[src/hw/rtl/rsf_pkg.sv]
`default_nettype none

package rsf_pkg;

  // Pixel grid and falloff geometry
  localparam int unsigned CoordMax = 4096;
  localparam int unsigned CoordW   = $clog2(CoordMax);
  localparam int unsigned Radius   = 200;
  localparam int unsigned RadSqLim = (Radius + 1) * (Radius + 1);
  localparam int unsigned SqW      = $clog2(RadSqLim + 1);

  // Division by 200 is a shift by 3 followed by a division by 25.
  // 5243 / 2^17 lies just above 1/25; exact for every quotient below 6400.
  localparam int unsigned DivShift   = 3;
  localparam int unsigned RecipShift = 17;
  localparam logic [12:0] Recip25    = 13'd5243;

  // Configuration port
  localparam int unsigned PaddrW = 3;

  typedef enum logic {
    RegCenterX = 1'b0,
    RegCenterY = 1'b1
  } reg_idx_e;

  typedef struct packed {
    logic [CoordW-1:0] pixel_col;
    logic [CoordW-1:0] pixel_row;
    logic [7:0]        red_in;
    logic [7:0]        green_in;
    logic [7:0]        blue_in;
  } pix_in_t;

  typedef struct packed {
    logic [7:0] red_out;
    logic [7:0] green_out;
    logic [7:0] blue_out;
  } pix_out_t;

  typedef struct packed {
    logic [7:0] r;
    logic [7:0] g;
    logic [7:0] b;
  } rgb_t;

  typedef struct packed {
    logic signed [15:0] cx;
    logic signed [15:0] cy;
  } center_t;

  // Squared distance, clamped so that far pixels take a root of Radius
  typedef struct packed {
    logic [SqW-1:0] sq;
    rgb_t           rgb;
  } dist_t;

  typedef struct packed {
    logic [7:0] d;
    rgb_t       rgb;
  } root_t;

  typedef struct packed {
    logic [8:0] rem;
    logic [7:0] root;
  } sqrt_state_t;

  // One digit of the restoring square root: bring down two bits of the radicand
  function automatic sqrt_state_t sqrt_step(sqrt_state_t s, logic [1:0] pair);
    logic [10:0] acc;
    logic [10:0] trial;
    sqrt_state_t r;
    acc   = {s.rem, pair};
    trial = {1'b0, s.root, 2'b01};
    if (acc >= trial) begin
      r.rem  = 9'(acc - trial);
      r.root = {s.root[6:0], 1'b1};
    end else begin
      r.rem  = acc[8:0];
      r.root = {s.root[6:0], 1'b0};
    end
    return r;
  endfunction

endpackage

`default_nettype wire

[src/hw/rtl/radial_spotlight_falloff.sv]
// Radial spotlight with linear falloff, one pixel per transfer.
// Input channel (in_valid_i / in_ready_o / in_data_i): column, row and the
// red, green and blue bytes of one pixel. Output channel (out_valid_o /
// out_ready_i / out_data_o): the three dimmed bytes, in input order.
// Each channel is scaled by (200 - d) / 200, floored, where d is the floored
// distance to the spotlight center; pixels at distance 200 or more go black.
// The center is set over the APB port: register 0 (byte 0x0) is center_x,
// register 1 (byte 0x4) is center_y, both 16-bit two's complement. Write
// them only while no pixel is in flight; pready is tied high.
// The pipeline has seven register stages from input transfer to output
// transfer: offset/abs, squaring, sum and clamp, two square-root stages
// of four bits each, channel multiply, reciprocal divide into the output
// register.
// Throughput is one pixel per cycle while the receiver is ready; every stage carries its own valid bit.
// When the receiver stalls, the output holds and the pipeline fills its
// empty stages before in_ready_o drops, so nothing is lost or repeated.
// Reset (rst_ni low, asynchronous) clears all valid bits and sets the
// center to (0, 0).
`default_nettype none

module radial_spotlight_falloff (
  input  wire logic                       clk_i,
  input  wire logic                       rst_ni,
  input  wire logic                       in_valid_i,
  output logic                            in_ready_o,
  input  wire rsf_pkg::pix_in_t           in_data_i,
  output logic                            out_valid_o,
  input  wire logic                       out_ready_i,
  output rsf_pkg::pix_out_t               out_data_o,
  input  wire logic                       psel,
  input  wire logic                       penable,
  input  wire logic                       pwrite,
  input  wire logic [rsf_pkg::PaddrW-1:0] paddr,
  input  wire logic [31:0]                pwdata,
  output logic [31:0]                     prdata,
  output logic                            pready
);

  rsf_pkg::center_t center;

  // Links between the pipeline sections
  logic           dist_valid, dist_ready;
  rsf_pkg::dist_t dist_data;
  logic           root_valid, root_ready;
  rsf_pkg::root_t root_data;

  // Center registers
  rsf_cfg u_cfg (
    .clk_i    (clk_i),
    .rst_ni   (rst_ni),
    .psel     (psel),
    .penable  (penable),
    .pwrite   (pwrite),
    .paddr    (paddr),
    .pwdata   (pwdata),
    .prdata   (prdata),
    .pready   (pready),
    .center_o (center)
  );

  // Stages 1-3: squared distance, clamped to the radius
  rsf_dist u_dist (
    .clk_i       (clk_i),
    .rst_ni      (rst_ni),
    .center_i    (center),
    .in_valid_i  (in_valid_i),
    .in_ready_o  (in_ready_o),
    .in_data_i   (in_data_i),
    .out_valid_o (dist_valid),
    .out_ready_i (dist_ready),
    .out_data_o  (dist_data)
  );

  // Stages 4-5: floored integer square root
  rsf_sqrt u_sqrt (
    .clk_i       (clk_i),
    .rst_ni      (rst_ni),
    .in_valid_i  (dist_valid),
    .in_ready_o  (dist_ready),
    .in_data_i   (dist_data),
    .out_valid_o (root_valid),
    .out_ready_i (root_ready),
    .out_data_o  (root_data)
  );

  // Stages 6-7: scale each channel and divide by the radius
  rsf_dim u_dim (
    .clk_i       (clk_i),
    .rst_ni      (rst_ni),
    .in_valid_i  (root_valid),
    .in_ready_o  (root_ready),
    .in_data_i   (root_data),
    .out_valid_o (out_valid_o),
    .out_ready_i (out_ready_i),
    .out_data_o  (out_data_o)
  );

endmodule

`default_nettype wire

[src/hw/rtl/rsf_cfg.sv]
`default_nettype none

module rsf_cfg (
  input  wire logic                       clk_i,
  input  wire logic                       rst_ni,
  input  wire logic                       psel,
  input  wire logic                       penable,
  input  wire logic                       pwrite,
  input  wire logic [rsf_pkg::PaddrW-1:0] paddr,
  input  wire logic [31:0]                pwdata,
  output logic [31:0]                     prdata,
  output logic                            pready,
  output rsf_pkg::center_t                center_o
);

  logic [15:0]       cx_q, cx_d, cy_q, cy_d;
  rsf_pkg::reg_idx_e idx;
  logic              wr_en;

  assign idx    = rsf_pkg::reg_idx_e'(paddr[2]);
  assign wr_en  = psel && penable && pwrite;
  assign pready = 1'b1;

  always_comb begin
    cx_d = cx_q;
    cy_d = cy_q;
    if (wr_en) begin
      unique case (idx)
        rsf_pkg::RegCenterX: cx_d = pwdata[15:0];
        rsf_pkg::RegCenterY: cy_d = pwdata[15:0];
        default: ;
      endcase
    end
  end

  always_comb begin
    unique case (idx)
      rsf_pkg::RegCenterX: prdata = {16'h0000, cx_q};
      rsf_pkg::RegCenterY: prdata = {16'h0000, cy_q};
      default:             prdata = '0;
    endcase
  end

  always_ff @(posedge clk_i or negedge rst_ni) begin
    if (!rst_ni) begin
      cx_q <= '0;
      cy_q <= '0;
    end else begin
      cx_q <= cx_d;
      cy_q <= cy_d;
    end
  end

  assign center_o.cx = cx_q;
  assign center_o.cy = cy_q;

endmodule

`default_nettype wire

[src/hw/rtl/rsf_dist.sv]
`default_nettype none

module rsf_dist (
  input  wire logic             clk_i,
  input  wire logic             rst_ni,
  input  wire rsf_pkg::center_t center_i,
  input  wire logic             in_valid_i,
  output logic                  in_ready_o,
  input  wire rsf_pkg::pix_in_t in_data_i,
  output logic                  out_valid_o,
  input  wire logic             out_ready_i,
  output rsf_pkg::dist_t        out_data_o
);

  logic [2:0] valid_q, valid_d, rdy;

  // Stage 1: absolute offsets
  logic [15:0]   ax_q, ay_q;
  rsf_pkg::rgb_t rgb1_q;
  // Stage 2: squares
  logic [31:0]   sqx_q, sqy_q;
  rsf_pkg::rgb_t rgb2_q;
  // Stage 3: clamped sum
  rsf_pkg::dist_t d3_q;

  logic [17:0] dx, dy, adx, ady;
  logic [32:0] sum;
  logic [rsf_pkg::SqW-1:0] sq_c;

  assign rdy[2]     = !valid_q[2] || out_ready_i;
  assign rdy[1]     = !valid_q[1] || rdy[2];
  assign rdy[0]     = !valid_q[0] || rdy[1];
  assign in_ready_o = rdy[0];

  always_comb begin
    valid_d[0] = rdy[0] ? in_valid_i : valid_q[0];
    valid_d[1] = rdy[1] ? valid_q[0] : valid_q[1];
    valid_d[2] = rdy[2] ? valid_q[1] : valid_q[2];
  end

  always_comb begin
    dx  = 18'(in_data_i.pixel_col) - {{2{center_i.cx[15]}}, center_i.cx};
    dy  = 18'(in_data_i.pixel_row) - {{2{center_i.cy[15]}}, center_i.cy};
    adx = dx[17] ? 18'(~dx + 18'd1) : dx;
    ady = dy[17] ? 18'(~dy + 18'd1) : dy;
  end

  // Send far pixels to a square whose root is exactly the radius
  always_comb begin
    sum  = 33'(sqx_q) + 33'(sqy_q);
    sq_c = (sum < 33'(rsf_pkg::RadSqLim)) ? sum[rsf_pkg::SqW-1:0]
                                          : rsf_pkg::SqW'(rsf_pkg::Radius * rsf_pkg::Radius);
  end

  always_ff @(posedge clk_i or negedge rst_ni) begin
    if (!rst_ni) begin
      valid_q <= '0;
    end else begin
      valid_q <= valid_d;
    end
  end

  always_ff @(posedge clk_i) begin
    if (rdy[0]) begin
      ax_q   <= adx[15:0];
      ay_q   <= ady[15:0];
      rgb1_q <= '{r: in_data_i.red_in, g: in_data_i.green_in, b: in_data_i.blue_in};
    end
    if (rdy[1]) begin
      sqx_q  <= ax_q * ax_q;
      sqy_q  <= ay_q * ay_q;
      rgb2_q <= rgb1_q;
    end
    if (rdy[2]) begin
      d3_q.sq  <= sq_c;
      d3_q.rgb <= rgb2_q;
    end
  end

  assign out_valid_o = valid_q[2];
  assign out_data_o  = d3_q;

endmodule

`default_nettype wire

[src/hw/rtl/rsf_sqrt.sv]
`default_nettype none

module rsf_sqrt (
  input  wire logic           clk_i,
  input  wire logic           rst_ni,
  input  wire logic           in_valid_i,
  output logic                in_ready_o,
  input  wire rsf_pkg::dist_t in_data_i,
  output logic                out_valid_o,
  input  wire logic           out_ready_i,
  output rsf_pkg::root_t      out_data_o
);

  localparam int unsigned HalfW = rsf_pkg::SqW / 2;

  logic [1:0] valid_q, valid_d, rdy;

  rsf_pkg::sqrt_state_t st1_q, st1_c, st2_c;
  logic [HalfW-1:0]     lo1_q;
  rsf_pkg::rgb_t        rgb1_q;
  rsf_pkg::root_t       r2_q;

  assign rdy[1]     = !valid_q[1] || out_ready_i;
  assign rdy[0]     = !valid_q[0] || rdy[1];
  assign in_ready_o = rdy[0];

  always_comb begin
    valid_d[0] = rdy[0] ? in_valid_i : valid_q[0];
    valid_d[1] = rdy[1] ? valid_q[0] : valid_q[1];
  end

  // Upper four root bits from the upper radicand byte
  always_comb begin
    st1_c = '0;
    for (int k = HalfW / 2 - 1; k >= 0; k--) begin
      st1_c = rsf_pkg::sqrt_step(st1_c, in_data_i.sq[HalfW + 2*k +: 2]);
    end
  end

  // Lower four root bits from the lower byte
  always_comb begin
    st2_c = st1_q;
    for (int k = HalfW / 2 - 1; k >= 0; k--) begin
      st2_c = rsf_pkg::sqrt_step(st2_c, lo1_q[2*k +: 2]);
    end
  end

  always_ff @(posedge clk_i or negedge rst_ni) begin
    if (!rst_ni) begin
      valid_q <= '0;
    end else begin
      valid_q <= valid_d;
    end
  end

  always_ff @(posedge clk_i) begin
    if (rdy[0]) begin
      st1_q  <= st1_c;
      lo1_q  <= in_data_i.sq[HalfW-1:0];
      rgb1_q <= in_data_i.rgb;
    end
    if (rdy[1]) begin
      r2_q.d   <= st2_c.root;
      r2_q.rgb <= rgb1_q;
    end
  end

  assign out_valid_o = valid_q[1];
  assign out_data_o  = r2_q;

endmodule

`default_nettype wire

[src/hw/rtl/rsf_dim.sv]
`default_nettype none

module rsf_dim (
  input  wire logic           clk_i,
  input  wire logic           rst_ni,
  input  wire logic           in_valid_i,
  output logic                in_ready_o,
  input  wire rsf_pkg::root_t in_data_i,
  output logic                out_valid_o,
  input  wire logic           out_ready_i,
  output rsf_pkg::pix_out_t   out_data_o
);

  logic [1:0] valid_q, valid_d, rdy;

  logic [7:0]        factor;
  logic [15:0]       pr_q, pg_q, pb_q;
  rsf_pkg::pix_out_t res_q, res_c;

  // Multiply by the reciprocal of 25 after dropping the factor of 8
  function automatic logic [7:0] div_radius(logic [15:0] p);
    logic [12:0] q;
    logic [25:0] m;
    q = p[15:rsf_pkg::DivShift];
    m = q * rsf_pkg::Recip25;
    return m[rsf_pkg::RecipShift +: 8];
  endfunction

  assign rdy[1]     = !valid_q[1] || out_ready_i;
  assign rdy[0]     = !valid_q[0] || rdy[1];
  assign in_ready_o = rdy[0];

  always_comb begin
    valid_d[0] = rdy[0] ? in_valid_i : valid_q[0];
    valid_d[1] = rdy[1] ? valid_q[0] : valid_q[1];
  end

  assign factor = 8'(rsf_pkg::Radius) - in_data_i.d;

  always_comb begin
    res_c.red_out   = div_radius(pr_q);
    res_c.green_out = div_radius(pg_q);
    res_c.blue_out  = div_radius(pb_q);
  end

  always_ff @(posedge clk_i or negedge rst_ni) begin
    if (!rst_ni) begin
      valid_q <= '0;
    end else begin
      valid_q <= valid_d;
    end
  end

  always_ff @(posedge clk_i) begin
    if (rdy[0]) begin
      pr_q <= in_data_i.rgb.r * factor;
      pg_q <= in_data_i.rgb.g * factor;
      pb_q <= in_data_i.rgb.b * factor;
    end
    if (rdy[1]) begin
      res_q <= res_c;
    end
  end

  assign out_valid_o = valid_q[1];
  assign out_data_o  = res_q;

endmodule

`default_nettype wire

[config.mk]
export PLATFORM = sky130hd
export DESIGN_NAME = radial_spotlight_falloff
export DESIGN_NICKNAME = d
export VERILOG_FILES = /design/src/hw/rtl/rsf_pkg.sv /design/src/hw/rtl/radial_spotlight_falloff.sv /design/src/hw/rtl/rsf_cfg.sv /design/src/hw/rtl/rsf_dist.sv /design/src/hw/rtl/rsf_sqrt.sv /design/src/hw/rtl/rsf_dim.sv
export SDC_FILE = /design/constraint.sdc
export NUM_CORES = 2
export LEC_CHECK = 0
export ABC_CLOCK_PERIOD_IN_PS = 17600
export BUFFER_PORTS_ARGS = -buffer_cell sky130_fd_sc_hd__buf_4
export CAP_MARGIN = 20
export CORE_MARGIN = 2
export CORE_UTILIZATION = 40
export DETAILED_ROUTE_END_ITERATION = 8
export SLEW_MARGIN = 10
export SYNTH_ARGS = -nofsm -noshare
export SYNTH_HDL_FRONTEND = slang
export SYNTH_SLANG_ARGS = --single-unit
[constraint.sdc]
create_clock -name clk_i -period 17.6 [get_ports clk_i]
set_clock_uncertainty 0.15 [all_clocks]
set_input_delay 2.64 -clock clk_i [delete_from_list [all_inputs] [get_ports clk_i]]
set_output_delay 2.64 -clock clk_i [all_outputs]
set_load 0.01 [all_outputs]
; Word level (Yosys, flattened, before mapping)
; Index checks and enable logic that the tools add are counted.
[word_totals]
ff_bits = 376
inputBits = 90
output_inout_bits = 59
word_cells = 101
[op_classes]
add_sub_neg = 13
mul = 8
n_lt_le_gt_ge = 9
mux = 11
bitwise = 3
reduce_logical = 18
[op_table]
columns = cell, count
row1 = 2-to-1 mux 17 bit, 7
row2 = greater-or-equal comparator 11 x 10 -> 1 bit, 7
row3 = multiplier 13 x 13 -> 25 bit (second input constant), 3
row4 = multiplier 16 x 16 -> 32 bit, 2
row5 = one-hot mux 32 bit (2 select lines), 1
row6 = subtractor 9 bit, 6
row7 = multiplier 8 x 8 -> 16 bit, 3
row8 = subtractor 13 x 16 -> 17 bit, 2
row9 = adder 32 x 32 -> 33 bit, 1
row10 = less-than comparator 33 x 16 -> 1 bit (second input constant), 1
row11 = adder 16 x 1 -> 16 bit (second input constant), 2
row12 = 2-to-1 mux 16 bit, 2
row13 = NOT 16 bit, 2
row14 = subtractor 8 bit (first input constant), 1
row15 = zero test 1 bit, 7
row16 = logical OR 1 bit, 7
row17 = AND reduction 2 bit, 2
row18 = subtractor 2 x 1 -> 3 bit (second input constant), 1
row19 = greater-or-equal comparator 2 x 1 -> 1 bit (second input constant), 1
row20 = logical AND 1 bit, 2
row21 = 2-to-1 mux 1 bit, 1
row22 = NOT 1 bit, 1

; Logic depth before layout (Yosys ltp)
[logic_depth]
depth_word = 8
depth_mapped = 36
depth_no_buf = 32

; Cells and area by module
; A second synthesis with hierarchy kept.
[unflattened]
hier_cells = 4770
hier_area_um2 = 48024.8
[modules_own_cells]
columns = module, n_inst, cells_each, area_each_um2, seq_area_each_um2
row1 = rsf_dist, 1, 2401, 23970.5, 5540.3
row2 = rsf_dim, 1, 1827, 17589.4, 1941.9
row3 = rsf_sqrt, 1, 437, 4867.2, 2362.3
row4 = rsf_cfg, 1, 105, 1597.8, 800.8

; Worst setup path before layout
; No wires, ideal clock.
[synth_path]
path_kind = input-to-output
from = in out_ready_i
to = out in_ready_o
t_arrival_ps = 5871
t_required_ps = 14810
path_slack_ps = 8939
path_stages = 4
path_buffers = 0
path_cell_list = nor2b_1 -> nand3_1 -> nor2_1 -> nand4_1
[synth_via]
elab_chain_len = 7
[synth_rtl]
columns = element, line_no
row1 = "start, declared", radial_spotlight_falloff.sv:28  ; input wire logic out_ready_i,
row2 = logical OR 1 bit, rsf_dim.sv:29  ; assign rdy[1] = !valid_q[1] || out_ready_i;
row3 = logical OR 1 bit, rsf_dim.sv:30  ; assign rdy[0] = !valid_q[0] || rdy[1];
row4 = logical OR 1 bit, rsf_sqrt.sv:23  ; assign rdy[1] = !valid_q[1] || out_ready_i;
row5 = named net u_sqrt.rdy[1], rsf_sqrt.sv:16  ; logic [1:0] valid_q, valid_d, rdy;
row6 = logical OR 1 bit, rsf_sqrt.sv:24  ; assign rdy[0] = !valid_q[0] || rdy[1];
row7 = logical OR 1 bit, rsf_dist.sv:30  ; assign rdy[2] = !valid_q[2] || out_ready_i;
row8 = logical OR 1 bit, rsf_dist.sv:31  ; assign rdy[1] = !valid_q[1] || rdy[2];
row9 = logical OR 1 bit, rsf_dist.sv:32  ; assign rdy[0] = !valid_q[0] || rdy[1];
row10 = "end, declared", radial_spotlight_falloff.sv:25  ; output logic in_ready_o,
; The timed path passes the listed nets, and every way through them passes these cells.

; Worst setup path in the final report
; Ends and elaborated chain as after synthesis.

==> metrics.cfg <==
[synth]
mappedNetlistArea_um2=45880
async_flop_share_pct=10.80
synthTopCellsByArea=fa_1 26%, edfxtp_1 21%, ha_1 18%
yosys_register_bits=361
synth_common_cells=1043 x inv_1, 665 x ha_1, 606 x fa_1, 322 x edfxtp_1, 290 x nand2_1
synth-main-ff-cell=edfxtp_1
ys_types=87
synth_edf_count=322
syn_avg_cell_area_um2=10.27
synth_warnings=0
yosysTopAreaCell=fa_1
synth.yosys.seq_area_share_pct=23.20
yosysMostFrequentCell=inv_1
syn_inst=4466
yosysTopAreaCellShare_pct=26.44

[route]
remaining_drc_errors=0
wl_per_cell_um=15.08
wirelength_um=92290
top_layer=met5
wl_met2_um=47250
wl_met1_um=39680
initialDrtViolationCount=936
drt.antenna.violating_nets=0
dr_total_vias=29580
first_pass_iters=5
via_per_inst=4.834
dr_wl_met3_um=3391

[cells_and_area]
drive_gt1_share_pct=6.516
syn2layout_area_growth_pct=8.898
fin_nets=5928

[grt]
gr-usage-all-layers_pct=16.37
grt_pass1_wl_um=156600
grt_antenna_before_repair=8
grt_pass1_vias=31740
grt_max_degree=74
overflow=0

[worst_setup_path]
path_cells=buf_4 -> nor2b_1 -> nand3_2 -> nor2_1 -> nand4_1 -> buf_4 -> buf_4
crit_type=input pin to output port
critPathBufInv=3
startpoint_type=input pin
timing.critical_path.mode_cell=buf_4
max_stage_delay_ns=0.75
endpoint_kind=output port
arrival_ns=6.08
rr_worst_depth=29
slowest_stage=nand3_2
crit_required_ns=14.81
cp.depth=7
cp_top_family=simple AND/OR/NAND/NOR gates
worstPathMaxFanout=48

[timing]
rsz0062_at_grt=no
fin_crit_sh_pct=50.39
max_freq_mhz=112.8
tns_ns=0
setup_violations=0
period_minus_slack_ns=8.869
worstMarginPinSlew_ns=0.9803
slew_violations=0
hold_viol=0
slew_headroom_pct=34.41

[clock_network]
ctsHoldBuffers=0
tritoncts=built
clockRootBuffer=clkbuf_16
clkTransAtPathRegs_ns=0.06
clk_latency_ns=0.61
cts_made_buffers=46
cts-resized-gates=0
post_cts_buffers=0
h-tree-depth=2
cts_buffer_depth=3
clock-sinks=361

[job]
maxCapViolCount=0

[die]
chipHeight_um=342.7
ios=149
dieArea_um2=117400
fp.coreArea_um2=114000
fp-row-count=124
dieWidth_um=342.7
start_util_pct=40.23

[worst_hold_path]
hold_path_class=flop to flop
min_path_cells=0

[placement]
io_buffers=113
place.gp.congestion=0.8463
dpl.hpwl_um=76000

[status]
status=complete, no violations

[cells in the final DEF, fill, tap and decap left out, drive strengths merged, types with 13 or more instances in the layout]
master | Yosys | final
a31oi | 17 | 17
and3 | 30 | 30
nand3 | 36 | 36
nand2 | 290 | 290
fa | 606 | 606
a21oi | 150 | 150
conb | 2 | 17
edfxtp | 322 | 322
xor2 | 61 | 61
o21ai | 104 | 104
mux2 | 44 | 44
inv | 1045 | 1056
a21o | 51 | 51
o21bai | 21 | 21
nor2b | 28 | 28
o21a | 24 | 24
and2 | 221 | 221
dfrtp | 39 | 39
clkbuf | 64 | 52
xnor2 | 165 | 165
buf | 25 | 126
clkinv | 0 | 15
nand2b | 31 | 31
nand4 | 13 | 13
or3 | 13 | 13
ha | 665 | 665
a211oi | 21 | 21
nor3 | 41 | 41
nor2 | 168 | 168
or2 | 18 | 18
[worst reg2reg max path, delay by kind of cell, from the launching register on]
kind	cells	cell delay [ns]
flops	1	0.48
fa+ha+maj	4	1.38
mux	1	0.44
simple gates	8	2.10
xor+xnor	2	0.38
compound gates	13	2.96
buf+inv	1	0.31
[state kept, by name, indices dropped and copies added, names as in the netlist, 24 cells and up]
| name | count |
|---|---|
| u_dist.rgb2_q | 24 |
| u_dist.sqx_q | 31 |
| u_dist.sqy_q | 31 |
| u_sqrt.rgb1_q | 24 |
| u_sqrt.out_data_o | 32 |
| u_dist.out_data_o | 40 |
| u_dist.rgb1_q | 24 |
| u_dim.out_data_o | 24 |
[cells by family after synthesis]
group	count (synthesis)	synth area share, %
compound gates	488	7.003
xor+xnor	226	4.314
fa+ha+maj	1271	44.58
buf+inv	1134	9.463
flops	361	23.20
mux	49	1.189
other cells	2	0.01637
simple gates	935	10.23
[layer usage]
layer / up-vias / track usage, %
met1: 14570 / 20.19
met3: 117 / 2.504
met5: - / 0
li1: 14530 / -
met4: 2 / 3.929
met2: 370 / 29.85
[cell type report]
| cell class | instances | area, µm² |
|---|---|---|
| Clock inverter | 34 | 354.1 |
| Multi-Input combinational cell | 2986 | 31000 |
| Sequential cell | 361 | 10650 |
| Tap cell | 1512 | 1892 |
| Clock buffer | 51 | 1180 |
| Timing Repair Buffer | 127 | 965.9 |
| Inverter | 1045 | 3923 |
| Antenna cell | 3 | 7.507 |
| Fill cell | 10970 | 64070 |
[path summary, 6_finish.rpt]
path,slack (ns),from,end
worst max-delay path,8.73,out_ready_i,in_ready_o
min in group asynchronous,1.89,rst_ni,u_cfg.cx_q[9]$_DFFE_PN0P_
worst min-delay path,0.24,u_dist.out_data_o[23]$_DFFE_PP_,u_sqrt.rgb1_q[23]$_DFFE_PP_
worst min register to register,0.24,u_dist.out_data_o[23]$_DFFE_PP_,u_sqrt.rgb1_q[23]$_DFFE_PP_
worst max register to register,9.15,u_sqrt.st1_q[11]$_DFFE_PP_,u_sqrt.out_data_o[24]$_DFFE_PP_
max in group asynchronous,14.99,rst_ni,u_cfg.cx_q[1]$_DFFE_PN0P_
[through the flow]
stage / cells / util, % / hold slack (ns) / instance area, µm² / setup WS [ns]
after global placement: 6029 / 42.43 / 0.2509 / 48390 / 8.651
after floorplan: 4481 / - / 0.2503 / 45940 / 8.939
final: 6119 / 43.81 / 0.2442 / 49960 / 8.731
after detailed placement: 6029 / 42.43 / 0.2545 / 48390 / 8.601
after global routing: 6116 / 43.81 / 0.2572 / 49960 / 8.411
after CTS: 6114 / 43.78 / 0.2234 / 49920 / 8.565
Power is not shown: default switching activity piles up to over one toggle a cycle in this logic, so the estimate is an artifact.
